$ cat src/rtl/wsfd_pkg.sv
`default_nettype none
// ----------------------------------------------------------------------------
// wsfd_pkg
// Shared types and constants of the websocket frame decoder.
// ----------------------------------------------------------------------------
package wsfd_pkg;

   // result queue depth; an accepted byte can push up to two results
   localparam int unsigned QUEUE_DEPTH = 4;
   localparam int unsigned QUEUE_PTR_W = $clog2(QUEUE_DEPTH);
   localparam int unsigned QUEUE_CNT_W = $clog2(QUEUE_DEPTH + 1);

   // frame type codes reported on the status item
   localparam logic [2:0] TYPE_CONT   = 3'd0;
   localparam logic [2:0] TYPE_TEXT   = 3'd1;
   localparam logic [2:0] TYPE_BINARY = 3'd2;
   localparam logic [2:0] TYPE_CLOSE  = 3'd3;
   localparam logic [2:0] TYPE_PING   = 3'd4;
   localparam logic [2:0] TYPE_PONG   = 3'd5;
   localparam logic [2:0] TYPE_ERROR  = 3'd6;

   // opcodes of the first header byte
   localparam logic [3:0] OP_CONT   = 4'h0;
   localparam logic [3:0] OP_TEXT   = 4'h1;
   localparam logic [3:0] OP_BINARY = 4'h2;
   localparam logic [3:0] OP_CLOSE  = 4'h8;
   localparam logic [3:0] OP_PING   = 4'h9;
   localparam logic [3:0] OP_PONG   = 4'hA;

   // 7-bit length codes that select an extended length
   localparam logic [6:0] LEN_EXT16 = 7'd126;
   localparam logic [6:0] LEN_EXT64 = 7'd127;

   typedef struct packed {
      logic [7:0] in_byte;
      logic       buffer_end;
   } req_type;

   typedef struct packed {
      logic [7:0]  out_byte;
      logic [2:0]  frame_type;
      logic [31:0] payload_length;
      logic        status_item;
   } rsp_type;

   // results of one parse step, in order: first, then second
   typedef struct packed {
      logic    first_valid;
      logic    second_valid;
      rsp_type first;
      rsp_type second;
   } push_type;

endpackage
`default_nettype wire

$ cat src/rtl/websocket_frame_decoder_unit.sv
`default_nettype none
// ----------------------------------------------------------------------------
// websocket_frame_decoder_unit
// Parses one websocket frame per received buffer and unmasks its payload.
// ----------------------------------------------------------------------------
// The req channel carries one raw buffer byte per transaction, with
// buffer_end set on the last byte. The rsp channel returns each payload
// byte unmasked, then one status transaction (status_item set) carrying the
// frame type and payload length, or the error type. Payload bytes that came
// out before an error stand; drop them when the status reports an error.
// csr_wr_en writes payload_room, the destination capacity; write it only
// while no transaction is in flight.
// Each accepted byte is parsed from the input register into the result
// queue. Throughput is one byte per cycle while the queue has room, set by
// the single parse step between the input register and a four-entry result
// queue; the last byte of a buffer can push both a payload byte and the
// status. req_ready falls when the queue lacks room for two results, so a
// stalled receiver holds the input back after at most a few bytes.
// Reset clears the parse state and the queue and sets payload_room to all
// ones; the block is ready in the first cycle after reset.
// ----------------------------------------------------------------------------
module websocket_frame_decoder_unit (
   input  wire logic              clock,
   input  wire logic              reset,
   input  wire logic              req_valid,
   output logic                   req_ready,
   input  wire wsfd_pkg::req_type req_data,
   output logic                   rsp_valid,
   input  wire logic              rsp_ready,
   output wsfd_pkg::rsp_type      rsp_data,
   input  wire logic              csr_wr_en,
   input  wire logic [31:0]       csr_wr_data
);

   logic [31:0]        payload_room_ff, payload_room_in;
   logic               space_ok;
   wsfd_pkg::push_type push;

   assign payload_room_in = csr_wr_en ? csr_wr_data : payload_room_ff;

   always_ff @(posedge clock) begin
      if (reset) begin
         payload_room_ff <= 32'hFFFF_FFFF;
      end else begin
         payload_room_ff <= payload_room_in;
      end
   end

   wsfd_parser u_parser (
      .clock        (clock),
      .reset        (reset),
      .req_valid    (req_valid),
      .req_ready    (req_ready),
      .req_data     (req_data),
      .payload_room (payload_room_ff),
      .space_ok     (space_ok),
      .push         (push)
   );

   wsfd_out_queue u_queue (
      .clock     (clock),
      .reset     (reset),
      .push      (push),
      .space_ok  (space_ok),
      .rsp_valid (rsp_valid),
      .rsp_ready (rsp_ready),
      .rsp_data  (rsp_data)
   );

endmodule
`default_nettype wire

$ cat src/rtl/wsfd_parser.sv
`default_nettype none
// ----------------------------------------------------------------------------
// wsfd_parser
// Input register and frame parse state; one byte per step, up to two results.
// ----------------------------------------------------------------------------
module wsfd_parser (
   input  wire logic              clock,
   input  wire logic              reset,
   input  wire logic              req_valid,
   output logic                   req_ready,
   input  wire wsfd_pkg::req_type req_data,
   input  wire logic [31:0]       payload_room,
   input  wire logic              space_ok,
   output wsfd_pkg::push_type     push
);

   localparam logic [2:0] PH_FIRST   = 3'd0;
   localparam logic [2:0] PH_SECOND  = 3'd1;
   localparam logic [2:0] PH_EXTLEN  = 3'd2;
   localparam logic [2:0] PH_KEY     = 3'd3;
   localparam logic [2:0] PH_PAYLOAD = 3'd4;
   localparam logic [2:0] PH_IGNORE  = 3'd5;

   logic              in_valid_ff, in_valid_in;
   wsfd_pkg::req_type in_data_ff;

   logic [2:0]  phase_ff, phase_in;
   logic [3:0]  hidx_ff, hidx_in;
   logic [2:0]  kind_ff, kind_in;
   logic        mask_ff, mask_in;
   logic [31:0] key_ff, key_in;
   logic [31:0] len_ff, len_in;
   logic [31:0] count_ff, count_in;
   logic [1:0]  kpos_ff, kpos_in;
   logic        err_ff, err_in;

   logic fire;

   assign fire        = in_valid_ff && space_ok;
   assign req_ready   = !in_valid_ff || fire;
   assign in_valid_in = req_valid ? 1'b1 : (in_valid_ff && !fire);

   always_ff @(posedge clock) begin
      if (reset) begin
         in_valid_ff <= 1'b0;
      end else begin
         in_valid_ff <= in_valid_in;
      end
      if (req_valid && req_ready) begin
         in_data_ff <= req_data;
      end
   end

   always_comb begin
      logic [7:0]  b;
      logic [3:0]  op;
      logic [6:0]  l7;
      logic        len_done;
      logic        enter;
      logic        emit;
      logic [7:0]  k;
      logic [7:0]  pay;
      logic        ok;

      b        = in_data_ff.in_byte;
      op       = b[3:0];
      l7       = b[6:0];
      len_done = 1'b0;
      enter    = 1'b0;
      emit     = 1'b0;
      k        = 8'd0;
      pay      = 8'd0;
      ok       = 1'b0;

      phase_in = phase_ff;
      hidx_in  = hidx_ff;
      kind_in  = kind_ff;
      mask_in  = mask_ff;
      key_in   = key_ff;
      len_in   = len_ff;
      count_in = count_ff;
      kpos_in  = kpos_ff;
      err_in   = err_ff;

      case (phase_ff)
         PH_FIRST: begin
            phase_in = PH_SECOND;
            if (b[7]) begin
               case (op)
                  wsfd_pkg::OP_TEXT:   kind_in = wsfd_pkg::TYPE_TEXT;
                  wsfd_pkg::OP_BINARY: kind_in = wsfd_pkg::TYPE_BINARY;
                  wsfd_pkg::OP_CLOSE:  kind_in = wsfd_pkg::TYPE_CLOSE;
                  wsfd_pkg::OP_PING:   kind_in = wsfd_pkg::TYPE_PING;
                  wsfd_pkg::OP_PONG:   kind_in = wsfd_pkg::TYPE_PONG;
                  default: begin
                     err_in   = 1'b1;
                     phase_in = PH_IGNORE;
                  end
               endcase
            end else if (op == wsfd_pkg::OP_CONT) begin
               kind_in = wsfd_pkg::TYPE_CONT;
            end else begin
               err_in   = 1'b1;
               phase_in = PH_IGNORE;
            end
         end
         PH_SECOND: begin
            mask_in = b[7];
            len_in  = 32'd0;
            if (l7 == wsfd_pkg::LEN_EXT16) begin
               hidx_in  = 4'd2;
               phase_in = PH_EXTLEN;
            end else if (l7 == wsfd_pkg::LEN_EXT64) begin
               hidx_in  = 4'd8;
               phase_in = PH_EXTLEN;
            end else begin
               len_in   = {25'd0, l7};
               len_done = 1'b1;
            end
         end
         PH_EXTLEN: begin
            // upper four bytes of the 64-bit length must be zero
            if ((hidx_ff inside {[4'd5:4'd8]}) && (b != 8'd0)) begin
               err_in   = 1'b1;
               phase_in = PH_IGNORE;
            end else begin
               if (!(hidx_ff inside {[4'd5:4'd8]})) begin
                  len_in = {len_ff[23:0], b};
               end
               hidx_in = hidx_ff - 4'd1;
               if (hidx_in == 4'd0) begin
                  len_done = 1'b1;
               end
            end
         end
         PH_KEY: begin
            key_in[8*kpos_ff +: 8] = key_ff[8*kpos_ff +: 8] | b;
            kpos_in = kpos_ff + 2'd1;
            if (kpos_in == 2'd0) begin
               enter = 1'b1;
            end
         end
         PH_PAYLOAD: begin
            if (mask_ff) begin
               k = key_ff[8*kpos_ff +: 8];
            end
            kpos_in  = kpos_ff + 2'd1;
            emit     = 1'b1;
            pay      = b ^ k;
            count_in = count_ff + 32'd1;
            if (count_in >= len_ff) begin
               phase_in = PH_IGNORE;
            end
         end
         default: begin
            phase_in = PH_IGNORE;
         end
      endcase

      if (len_done) begin
         // full-width room check: length + 1 > room
         if (({1'b0, len_in} + 33'd1) > {1'b0, payload_room}) begin
            err_in   = 1'b1;
            phase_in = PH_IGNORE;
         end else if (mask_in) begin
            kpos_in  = 2'd0;
            phase_in = PH_KEY;
         end else begin
            enter = 1'b1;
         end
      end

      if (enter) begin
         kpos_in  = 2'd0;
         phase_in = (len_in == 32'd0) ? PH_IGNORE : PH_PAYLOAD;
      end

      ok = (phase_in == PH_IGNORE) && !err_in;

      push = '0;
      if (fire) begin
         push.first_valid = emit || in_data_ff.buffer_end;
         push.second_valid = emit && in_data_ff.buffer_end;
      end
      push.first.out_byte       = emit ? pay : 8'd0;
      push.first.frame_type     = emit ? wsfd_pkg::TYPE_CONT
                                       : (ok ? kind_in : wsfd_pkg::TYPE_ERROR);
      push.first.payload_length = (emit || !ok) ? 32'd0 : len_in;
      push.first.status_item    = !emit;
      push.second.out_byte       = 8'd0;
      push.second.frame_type     = ok ? kind_in : wsfd_pkg::TYPE_ERROR;
      push.second.payload_length = ok ? len_in : 32'd0;
      push.second.status_item    = 1'b1;

      // end of buffer starts a fresh frame
      if (in_data_ff.buffer_end) begin
         phase_in = PH_FIRST;
         hidx_in  = 4'd0;
         kind_in  = 3'd0;
         mask_in  = 1'b0;
         key_in   = 32'd0;
         len_in   = 32'd0;
         count_in = 32'd0;
         kpos_in  = 2'd0;
         err_in   = 1'b0;
      end
   end

   always_ff @(posedge clock) begin
      if (reset) begin
         phase_ff <= PH_FIRST;
         hidx_ff  <= 4'd0;
         kind_ff  <= 3'd0;
         mask_ff  <= 1'b0;
         key_ff   <= 32'd0;
         len_ff   <= 32'd0;
         count_ff <= 32'd0;
         kpos_ff  <= 2'd0;
         err_ff   <= 1'b0;
      end else if (fire) begin
         phase_ff <= phase_in;
         hidx_ff  <= hidx_in;
         kind_ff  <= kind_in;
         mask_ff  <= mask_in;
         key_ff   <= key_in;
         len_ff   <= len_in;
         count_ff <= count_in;
         kpos_ff  <= kpos_in;
         err_ff   <= err_in;
      end
   end

   a_push_needs_space : assert property (@(posedge clock) disable iff (reset)
      push.first_valid |-> space_ok)
      else $error("result pushed without queue space");

   a_end_restarts : assert property (@(posedge clock) disable iff (reset)
      (fire && in_data_ff.buffer_end) |=> (phase_ff == PH_FIRST) && !err_ff)
      else $error("parse state not cleared after end of buffer");

   a_error_ignores : assert property (@(posedge clock) disable iff (reset)
      err_ff |-> (phase_ff == PH_IGNORE))
      else $error("error flag set outside ignore phase");

endmodule
`default_nettype wire

$ cat src/rtl/wsfd_out_queue.sv
`default_nettype none
// ----------------------------------------------------------------------------
// wsfd_out_queue
// Small result queue: two writes and one read per cycle.
// ----------------------------------------------------------------------------
module wsfd_out_queue (
   input  wire logic               clock,
   input  wire logic               reset,
   input  wire wsfd_pkg::push_type push,
   output logic                    space_ok,
   output logic                    rsp_valid,
   input  wire logic               rsp_ready,
   output wsfd_pkg::rsp_type       rsp_data
);

   localparam int unsigned PW = wsfd_pkg::QUEUE_PTR_W;
   localparam int unsigned CW = wsfd_pkg::QUEUE_CNT_W;

   wsfd_pkg::rsp_type slot_ff [wsfd_pkg::QUEUE_DEPTH];

   logic [PW-1:0] wr_ptr_ff, wr_ptr_in;
   logic [PW-1:0] rd_ptr_ff, rd_ptr_in;
   logic [CW-1:0] count_ff, count_in;
   logic [PW-1:0] wr_next;
   logic [CW-1:0] n_push;
   logic          pop;

   assign pop       = rsp_valid && rsp_ready;
   assign rsp_valid = (count_ff != '0);
   assign rsp_data  = slot_ff[rd_ptr_ff];
   // room for a two-result step
   assign space_ok  = (count_ff <= CW'(wsfd_pkg::QUEUE_DEPTH - 2));

   assign wr_next   = wr_ptr_ff + PW'(1);
   assign n_push    = CW'(push.first_valid) + CW'(push.second_valid);
   assign wr_ptr_in = wr_ptr_ff + n_push[PW-1:0];
   assign rd_ptr_in = rd_ptr_ff + PW'(pop);
   assign count_in  = count_ff + n_push - CW'(pop);

   always_ff @(posedge clock) begin
      if (reset) begin
         wr_ptr_ff <= '0;
         rd_ptr_ff <= '0;
         count_ff  <= '0;
      end else begin
         wr_ptr_ff <= wr_ptr_in;
         rd_ptr_ff <= rd_ptr_in;
         count_ff  <= count_in;
      end
      if (push.first_valid) begin
         slot_ff[wr_ptr_ff] <= push.first;
      end
      if (push.second_valid) begin
         slot_ff[wr_next] <= push.second;
      end
   end

   a_count_bound : assert property (@(posedge clock) disable iff (reset)
      count_ff <= CW'(wsfd_pkg::QUEUE_DEPTH))
      else $error("result queue overflow");

   a_second_after_first : assert property (@(posedge clock) disable iff (reset)
      push.second_valid |-> push.first_valid)
      else $error("second result without first");

endmodule
`default_nettype wire

$ cat config.mk
export PLATFORM = sky130hd
export DESIGN_NAME = websocket_frame_decoder_unit
export DESIGN_NICKNAME = d
export VERILOG_FILES = /design/src/rtl/wsfd_pkg.sv /design/src/rtl/websocket_frame_decoder_unit.sv /design/src/rtl/wsfd_parser.sv /design/src/rtl/wsfd_out_queue.sv
export SDC_FILE = /design/constraint.sdc
export NUM_CORES = 1
export LEC_CHECK = 0
export BUFFER_PORTS_ARGS = -buffer_cell sky130_fd_sc_hd__buf_2
export CAP_MARGIN = 20
export CORE_MARGIN = 10
export CORE_UTILIZATION = 53
export CTS_CLUSTER_SIZE = 30
export DETAILED_ROUTE_END_ITERATION = 10
export PLACE_DENSITY = 0.69
export SLEW_MARGIN = 40
export SYNTH_ARGS = -nofsm -noshare
export SYNTH_HDL_FRONTEND = slang
export SYNTH_SLANG_ARGS = --single-unit
$ cat constraint.sdc
create_clock -name clock -period 7.6 [get_ports clock]
set_input_delay 0.38 -clock clock [delete_from_list [all_inputs] [get_ports clock]]
set_output_delay 0.38 -clock clock [all_outputs]
set_load 0.02 [all_outputs]
==> flow_metrics.tcl, run 1 <==
set metrics [dict create \
    path_clk_slew_ps 60 \
    io_buffer_count 91 \
    crit_fanout 30 \
    viasPerCell 6.32 \
    setup_viol 0 \
    swShare_pct 31.8 \
    p_clk_share_pct 36.3 \
    routed_wl_um 51600 \
    firstDrtPassIters 5 \
    max_slew_margin_pct 39.8 \
    synthAdderAreaFrac_pct 5.55 \
    ys.flop_type "dfxtp_1" \
    fin_skew_ps 25.9 \
    grt_overflow 0 \
    cellLeakagePower_nw 7.54 \
    die-area_sq_um 42600 \
    cp_data_arrival_time_ps 7330 \
    antenna_found_initial 1 \
    htree_levels 2 \
    finalHoldViolCount 0 \
    cts_tree "done" \
    synth_area_per_cell_sq_um 9.72 \
    finalMaxSlewViolations 0 \
    insertion_delay_ps 540 \
    cts_hold_buf 0 \
    synth_top_family_by_area "simple AND/OR/NAND/NOR gates" \
    placed_area_sq_um 19100 \
    yosysTopAreaCell "edfxtp_1" \
    numCtsBuffers 37 \
    post_drt_wl_per_cell_um 21.5 \
    crit_required_ps 7850 \
    grt_use_total_pct 23.7 \
    hold_ws_ps 12.3 \
    placed_cells 2333 \
    synth.area.mux_share_pct 8.34 \
    powerDensity_nw_per_um2 243 \
    placementRows 68 \
    dieWidth_um 206 \
    rsz0062_at_grt "no" \
    netlist_area_sq_um 18400 \
    intPower_mw 3.38 \
    final_cell_area_sq_um 20400 \
    combPwrFrac_pct 23.0 \
    grt_max_degree 114 \
    cts.sinks 335 \
    clk_path_buf_depth 3 \
    synth_compound_area_share_pct 13.0 \
    postCtsSetupBuffers 0 \
    syn_nets 2019 \
    min_period_ps 7080 \
    hold_path.class "primary input to flop" \
    run_status "finished clean" \
    seqPwrFrac_pct 40.7 \
    synth_edf_count 149 \
    yosys.area_share.xor_xnor_pct 3.48 \
    start_util_pct 53.5 \
    synth-seq-area-share_pct 44.6 \
    die_y_um 206 \
    final_cells 2401 \
    ir_worst_vdd_mv 0.186 \
    drtAntennaViolNets 0 \
    gp_congestion 0.960 \
    areaGrowthSynthToFinish_pct 10.9 \
    path_class "flop to flop" \
    grt_pass1_vias 14600 \
    multiInputGateArea_sq_um 9310 \
    nFillCells 2907 \
    worst_pin_slew_ps 895 \
    fin_tns_setup_ps 0 \
    critPathLaunchType "flop" \
    synth-seq-cells 335 \
    cp-end-kind "flop" \
    period_share_pct 93.2 \
    ys_types 76 \
    fp.coreArea_sq_um 34400 \
    p_switching_mw 1.58 \
    synth_warnings 0 \
    fmax_ghz 0.141 \
    synthCells 1892 \
    nets 2044 \
    synth_area_leaders "edfxtp_1 (24%), dfxtp_1 (20%), mux4_2 (6.4%)" \
    drive_above_1_share_pct 15.1 \
    cts_root_buf "clkbuf_16" \
    drcViolationCount 0 \
    dp_hpwl_um 35500 \
    synth-simple-area-share_pct 19.8 \
    drtIter0Drc 1334 \
    drv_cap 0 \
    boundaryPins 92 \
    yosysTopAreaCellShare_pct 24.3 \
    final-seq-area_sq_um 8200 \
    vias 15200 \
    n_antenna_cell 0 \
    grt_pass1_wl_um 80900 \
    async_flop_share_pct 0 \
]
==> Yosys cell counts (all sizes together) (3+ instances only) <==
| master | number |
|---|---|
| a22oi | 78 |
| a32oi | 3 |
| mux4 | 52 |
| a32o | 3 |
| a211oi | 5 |
| nor3b | 6 |
| a21o | 14 |
| nand4 | 23 |
| and2 | 15 |
| a31oi | 9 |
| nand2b | 8 |
| nor4bb | 9 |
| or3 | 8 |
| nor2 | 154 |
| ha | 80 |
| nor3 | 66 |
| inv | 91 |
| o211ai | 52 |
| or2 | 17 |
| mux2 | 10 |
| dfxtp | 186 |
| o21ai | 69 |
| nand3 | 43 |
| a2111oi | 4 |
| clkbuf | 106 |
| o21a | 3 |
| xor2 | 21 |
| o221ai | 4 |
| or4 | 5 |
| nand2 | 218 |
| nor4 | 108 |
| mux2i | 25 |
| nor2b | 7 |
| o211a | 3 |
| edfxtp | 149 |
| and3 | 16 |
| nor4b | 11 |
| xnor2 | 52 |
| buf | 34 |
| a21oi | 82 |
| a311oi | 3 |
| a2bb2oi | 3 |
| and4 | 8 |
==> through the flow <==
| step | power [mW] | setup WS, ps | util [%] |
|---|---|---|---|
| final | 4.96 | 517 | 59.3 |
| after global routing | 5.15 | 11.7 | 59.3 |
| after CTS | 4.98 | 651 | 59.3 |
| after detailed placement | 3.19 | 694 | 55.7 |
| after global placement | 3.17 | 831 | 55.6 |
| after floorplan | 2.89 | 1680 | - |
==> cell type report <==
type	instances	area share (%)
clock inverter	19	0.840
multi-input combinational	1325	45.7
sequential	335	40.2
tap	455	2.79
clock buffer	49	5.16
inverter	92	1.70
timing repair buffer	126	3.64
==> power by group through the flow <==
stage / Sequential [mW] / Combinational, mW / Clock (mW)
detailed placement: 2.06 / 1.13 / 0
global route: 2.03 / 1.22 / 1.89
floorplan: 2.02 / 0.867 / 0
finish: 2.02 / 1.14 / 1.80
CTS: 2.02 / 1.14 / 1.82
global placement: 2.05 / 1.12 / 0
==> routing by layer <==
layer | share of wire (%) | GRT usage (%) | vias to the layer above
met3 | 7.4 | 3.35 | 109
met5 | 0.025 | 0 | -
met2 | 48 | 39.0 | 654
met4 | 2.8 | 8.05 | 2
li1 | - | - | 7061
met1 | 42 | 31.4 | 7347
==> sequential cells by signal, indices dropped and copies added (netlist names) <==
| name | flops |
|---|---|
| u_queue.slot_ff | 176 |
| u_parser.in_valid_ff | 1 |
| u_parser.mask_ff | 1 |
| u_queue.wr_ptr_ff | 2 |
| u_parser.hidx_ff | 4 |
| u_parser.err_ff | 1 |
| u_parser.in_data_ff | 9 |
| u_parser.key_ff | 32 |
| u_parser.kpos_ff | 2 |
| u_parser.kind_ff | 3 |
| u_queue.rd_ptr_ff | 2 |
| u_queue.count_ff | 3 |
| u_parser.len_ff | 32 |
| payload_room_ff | 32 |
| u_parser.count_ff | 32 |
| u_parser.phase_ff | 3 |
==> logic make-up (layout without fill, tap and decap cells) <==
kind of cell / Yosys count / count (layout)
buffers and inverters: 232 / 286
muxes: 87 / 87
DFF: 335 / 335
adders and majority gates: 81 / 81
and+or+nand+nor: 731 / 731
xor gates and xnor gates: 73 / 73
AOI/OAI and AO/OA: 353 / 353
==> placed cells by master (no fill, tap or decap), types with 43 or more instances in the layout <==
cell type | Yosys | routed
inv_1 | 90 | 90
nand3_1 | 43 | 43
dfxtp_1 | 186 | 183
nand2_1 | 218 | 218
buf_2 | 14 | 89
mux4_2 | 52 | 52
ha_1 | 80 | 80
edfxtp_1 | 149 | 149
nor4_1 | 107 | 107
o211ai_1 | 51 | 51
nor2_1 | 154 | 150
xnor2_1 | 52 | 52
nor3_1 | 66 | 66
a22oi_1 | 78 | 78
o21ai_0 | 65 | 65
a21oi_1 | 82 | 81
==> path summary, 6_finish.rpt <==
path / depth (start not counted) / end / slack, ps / startpoint
min: 1 / u_parser.in_data_ff[4] / 10 / req_data[4]
max: 21 / u_queue.slot_ff[3][22] / 520 / u_parser.hidx_ff[0]
max reg2reg: 21 / u_queue.slot_ff[3][22] / 520 / u_parser.hidx_ff[0]
min reg2reg: 2 / u_queue.slot_ff[3][0] / 440 / u_queue.slot_ff[3][0]
==> critical path, stage by stage, from the launching register on <==
cell,delay (ps)
dfxtp_1,320
inv_1,100
ha_1,290
nand3b_1,300
o211ai_4,200
buf_4,410
mux2_2,490
a2111oi_0,610
nand4_1,170
nor4_1,710
nand2_1,140
xnor2_1,170
ha_1,310
nand4_1,190
nor4_1,440
o311a_1,240
or4_1,130
nand3_1,160
a31o_2,310
a32oi_4,550
buf_4,430
nor4b_1,110
==> what timing repair did <==
action / 4_1_cts / 5_1_grt
hold endpoints to repair: 0 / 0
endpoints found under the setup margin: 0 / 13
resized for setup: 0 / 1
Power figures use the tool's default switching activity.
==> run 2: changes to the inputs <==
Settings changed: ABC_AREA set to 1, BUFFER_PORTS_ARGS -buffer_cell sky130_fd_sc_hd__buf_2 to -buffer_cell sky130_fd_sc_hd__clkbuf_2.
==> flow_metrics.tcl, run 2 <==
set metrics [dict create \
    layout_common_cells "nand2_1 (406), nor2_1 (248), inv_1 (248), o21ai_0 (192), dfxtp_1 (185)" \
    path_clk_slew_ps 60 \
    worst_pin_slew_ps 787 \
    ys.flop_type "dfxtp_1" \
    drtAntennaViolNets 0 \
    post_drt_wl_per_cell_um 17.8 \
    placed_cells 2831 \
    numCtsBuffers 37 \
    grt_pass1_wl_um 83800 \
    final_cells 2905 \
    largest_reg_flops 176 \
    run_status "finished clean" \
    async_flop_share_pct 0 \
    io_buffer_count 91 \
    path_class "flop to flop" \
    drive_above_1_share_pct 15.7 \
    grt_max_degree 104 \
    reg2reg_slack_ps 1410 \
    dp_hpwl_um 35400 \
    clk_path_buf_depth 3 \
    nFillCells 3213 \
    cp_data_arrival_time_ps 6600 \
    synth-seq-area-share_pct 43.0 \
    synth_warnings 0 \
    yosysTopAreaCell "edfxtp_1" \
    fin_skew_ps 20.4 \
    r2r_cells 34 \
    total_power_mw 4.98 \
    crit_fanout 35 \
    placementRows 69 \
    cp-end-kind "flop" \
    syn_nets 2488 \
    cts_hold_buf 8 \
    period_share_pct 81.5 \
    cts.sinks 335 \
    drv_cap 0 \
    viasPerCell 5.55 \
    r2r_end "u_queue.slot_ff[2][1]" \
    rsz0062_at_grt "no" \
    cts.repair.resized 0 \
    synth_edf_count 149 \
    grt_use_total_pct 23.2 \
    drtIter0Drc 1292 \
    nets 2544 \
    cp_slowest_cell "buf_6" \
    gp_congestion 0.926 \
    rr_startpoint "u_parser.phase_ff[0]" \
    cts_root_buf "clkbuf_16" \
    cpMostUsedCell "nand2_1" \
    finalHoldViolCount 0 \
    n_antenna_cell 0 \
    netlist_area_sq_um 19100 \
    grt_pass1_vias 15600 \
    cts_tree "done" \
    die_y_um 210 \
    synthTopCellsByCount "nand2_1 (406), nor2_1 (249), inv_1 (248), o21ai_0 (192), dfxtp_1 (186)" \
    postCtsSetupBuffers 0 \
    die-area_sq_um 43900 \
    synth-seq-cells 335 \
    worstSetupStartpoint "u_parser.phase_ff[0]" \
    synth_area_leaders "edfxtp_1 (23%), dfxtp_1 (20%), nand2_1 (8.0%)" \
    ir_worst_vdd_mv 0.214 \
    top_register "u_queue.slot_ff" \
    synth_area_per_cell_sq_um 8.07 \
    antenna_found_initial 0 \
    layout_commonest_cell "nand2_1" \
    areaGrowthSynthToFinish_pct 10.5 \
    hold_path.class "primary input to flop" \
    grt_overflow 0 \
    vias 16100 \
    yosysTopAreaCellShare_pct 23.5 \
    synthCells 2361 \
    crit_required_ps 8010 \
    htree_levels 2 \
    fin_tns_setup_ps 0 \
    final_util_pct 59.4 \
    cellLeakagePower_nw 8.19 \
    fp.coreArea_sq_um 35500 \
    drcViolationCount 0 \
    start_util_pct 53.7 \
    min_period_ps 6190 \
    routed_wl_um 51700 \
    dieWidth_um 210 \
    critPathLaunchType "flop" \
    max_slew_margin_pct 47.5 \
    insertion_delay_ps 560 \
    setup_viol 0 \
    critPathMaxStageDelay_ps 520 \
    yosysMostFrequentCell "nand2_1" \
    boundaryPins 92 \
    cp-endpoint "u_queue.slot_ff[2][1]" \
    finalMaxSlewViolations 0 \
    fmax_ghz 0.162 \
    firstDrtPassIters 5 \
    ys_types 51 \
    powerDensity_nw_per_um2 236 \
]
-- run 2: final cells by class --
class                           count  area, sq um  share of cell area [%]
Multi-Input combinational cell   1648         9330                    44.3
Sequential cell                   335         8200                    38.9
Tap cell                          461          577                    2.74
Clock buffer                       52         1070                    5.10
Timing Repair Buffer              125          747                    3.55
Clock inverter                     14          118                   0.558
Inverter                          270         1020                    4.84
-- run 2: metrics by stage --
stage | hold slack (ps) | setup WS [ps] | area (sq um)
floorplan | 422 | 2700 | 19100
global placement | 436 | 1380 | 19800
detailed placement | 437 | 1460 | 19800
CTS | 12.1 | 1410 | 21100
global route | 18.6 | 724 | 21100
finish | 27.5 | 1410 | 21100
-- run 2: how the worst min path moves through the flow --
| stage | cells after the start | slack (ps) | end | startpoint |
|---|---|---|---|---|
| after floorplan | 2 | 420 | u_queue.slot_ff[1][0] | u_queue.slot_ff[1][0] |
| after global placement | 2 | 440 | u_queue.slot_ff[2][0] | u_queue.slot_ff[2][0] |
| after detailed placement | 2 | 440 | u_queue.slot_ff[1][0] | u_queue.slot_ff[1][0] |
| after CTS | 1 | 10 | u_parser.in_data_ff[1] | req_data[1] |
| after global routing | 1 | 20 | u_parser.in_data_ff[1] | req_data[1] |
| final | 1 | 30 | u_parser.in_data_ff[1] | req_data[1] |
-- run 2: worst max-delay path: cells and delay by family, from the launching register on --
| family | cells | cell delay (ps) |
|---|---|---|
| AND/OR/NAND/NOR | 25 | 3390 |
| buffers and inverters | 4 | 1000 |
| adder cells (fa/ha/maj) | 2 | 490 |
| flip-flops | 1 | 460 |
| AO/OA/AOI/OAI | 2 | 430 |
| XOR/XNOR | 1 | 260 |
-- run 2: power by group --
part / internal (mW) / switching [mW]
sequential: 1.95 / 0.0361
clock: 1.02 / 0.743
combinational: 0.324 / 0.903
-- run 2: logic make-up (layout without fill, tap and decap cells) --
logic type | Yosys count | count (layout) | synth area share, %
AOI/OAI and AO/OA | 450 | 450 | 12.7
xor gates and xnor gates | 66 | 66 | 3.03
adders and majority gates | 81 | 81 | 5.36
buffers and inverters | 378 | 461 | 8.15
DFF | 335 | 335 | 43.0
and+or+nand+nor | 1051 | 1051 | 27.8
-- run 2: per-layer routing --
layer  share of wire [%]  wire length, um  GRT usage [%]  vias to the layer above
met5                   0                0              0                        -
met4                 2.4             1230           7.47                        0
met3                 6.2             3190           3.82                       77
met2                  47            24400           37.8                      518
met1                  44            22900           30.7                     7549
li1                    -                -              -                     7984
==> run 3: changes to the inputs <==
Clock period 7.6 ns to 6.1 ns, I/O delays scaled along.
==> flow_metrics.tcl, run 3 (synthesis results as in run 2) <==
set metrics [dict create \
    cts_root_buf "clkbuf_16" \
    cp-end-kind "flop" \
    hold_start "csr_wr_data[18]" \
    grt_pass1_wl_um 82000 \
    largest_reg_flops 176 \
    total_power_mw 6.38 \
    final_util_pct 61.2 \
    powerDensity_nw_per_um2 294 \
    vias 16400 \
    die-area_sq_um 43900 \
    grt_use_total_pct 22.5 \
    holdPathEnd "payload_room_ff[18]" \
    routed_wl_um 51600 \
    fin_tns_setup_ps 0 \
    setup_viol 0 \
    critPathMaxStageDelay_ps 330 \
    hold_ws_ps 8.09 \
    grt_max_degree 93 \
    start_util_pct 53.7 \
    worst_pin_slew_ps 791 \
    hold_path.class "primary input to flop" \
    critPathLaunchType "flop" \
    rr_startpoint "u_parser.hidx_ff[0]" \
    period_share_pct 93.6 \
    postCtsSetupBuffers 0 \
    placementRows 69 \
    numCtsBuffers 38 \
    crit_required_ps 6490 \
    drtAntennaViolNets 0 \
    drtIter0Drc 1233 \
    boundaryPins 92 \
    top_register "u_queue.slot_ff" \
    nFillCells 3059 \
    pre_cts_ws_ps 166 \
    placed_cells 2840 \
    min_period_ps 5710 \
    run_status "finished clean" \
    antenna_found_initial 0 \
    layout_common_cells "nand2_1 (406), inv_1 (248), nor2_1 (247), o21ai_0 (192), dfxtp_1 (185)" \
    areaGrowthSynthToFinish_pct 13.9 \
    final_cell_area_sq_um 21700 \
    r2r_cells 38 \
    finalHoldViolCount 0 \
    r2r_end "u_queue.slot_ff[1][13]" \
    dieWidth_um 210 \
    ir_worst_vdd_mv 0.270 \
    gp_congestion 0.963 \
    worst_slack_ps 392 \
    drv_cap 0 \
    fp.coreArea_sq_um 35500 \
    htree_levels 2 \
    cp_data_arrival_time_ps 6090 \
    fin_skew_ps 16.2 \
    cp_slowest_cell "dfxtp_1" \
    nets 2592 \
    final_cells 2955 \
    post_drt_wl_per_cell_um 17.5 \
    layout_commonest_cell "nand2_1" \
    path_clk_slew_ps 60 \
    cts_tree "done" \
    fmax_ghz 0.175 \
    placed_area_sq_um 19900 \
    finalMaxSlewViolations 0 \
    whs_path_depth 3 \
    max_slew_margin_pct 47.2 \
    cts.sinks 335 \
    cpMostUsedCell "nand2_1" \
    crit_fanout 14 \
    insertion_delay_ps 540 \
    grt_pass1_vias 15700 \
    viasPerCell 5.56 \
    io_buffer_count 91 \
    dp_hpwl_um 35400 \
    cellLeakagePower_nw 8.46 \
    drcViolationCount 0 \
    die_y_um 210 \
    n_antenna_cell 0 \
    reg2reg_slack_ps 390 \
    grt_overflow 0 \
    path_class "flop to flop" \
    firstDrtPassIters 5 \
    clk_path_buf_depth 3 \
    drive_above_1_share_pct 16.5 \
]
[run 3: cell types whose count changed in the layout (fill, tap and decap cells not counted), sizes merged, moves of 2 or more]
cell         change
buf             +10
clkinv           -3
clkbuf           +4
inv              +2
dlygate4sd3     +33
[run 3: layout make-up]
cell class	count	area (sq um)	area share [%]
clock buffers	54	1110	5.10
repair buffers	170	1240	5.72
inverters	270	1020	4.69
clock inverters	15	156	0.721
flip-flops and latches	335	8200	37.8
multi-input cells	1650	9410	43.3
well taps	461	577	2.66
[run 3: timing repair]
item                                    CTS  global route
hold buffers                             41             0
gates resized for setup                   0             8
endpoints found under the setup margin    0           141
endpoints found under the hold margin    41             0
[run 3: worst max-delay path by stage]
stage	startpoint	to	slack [ps]	cells after the start
detailed placement	u_parser.hidx_ff[0]	u_queue.slot_ff[0][3]	170	29
finish	u_parser.hidx_ff[0]	u_queue.slot_ff[1][13]	390	38
global route	u_parser.hidx_ff[0]	u_queue.slot_ff[2][34]	-50	36
global placement	u_parser.hidx_ff[0]	u_queue.slot_ff[3][3]	360	32
floorplan	u_parser.hidx_ff[0]	u_queue.slot_ff[0][14]	1200	35
CTS	u_parser.hidx_ff[0]	u_queue.slot_ff[0][3]	140	29
[run 3: power breakdown]
part / switching [mW] / total (mW) / internal, mW
registers: 0.0470 / 2.47 / 2.43
clock network: 0.941 / 2.30 / 1.36
logic: 1.14 / 1.60 / 0.465
[run 3: metal layers]
layer  track usage [%]  share of wire [%]  up-vias
li1                  -                  -     8073
met1              29.0                 43     7766
met2              38.6                 49      495
met3              3.33                6.2       94
met4              6.00                2.2        0
met5                 0                  0        -
[run 3: worst max-delay path: cells and delay by family, from the launching register on]
family / cells / cell delay [ps]
flops: 1 / 330
compound gates: 3 / 480
simple gates: 27 / 3250
fa+ha+maj: 3 / 820
buf+inv: 4 / 460
xor+xnor: 1 / 200
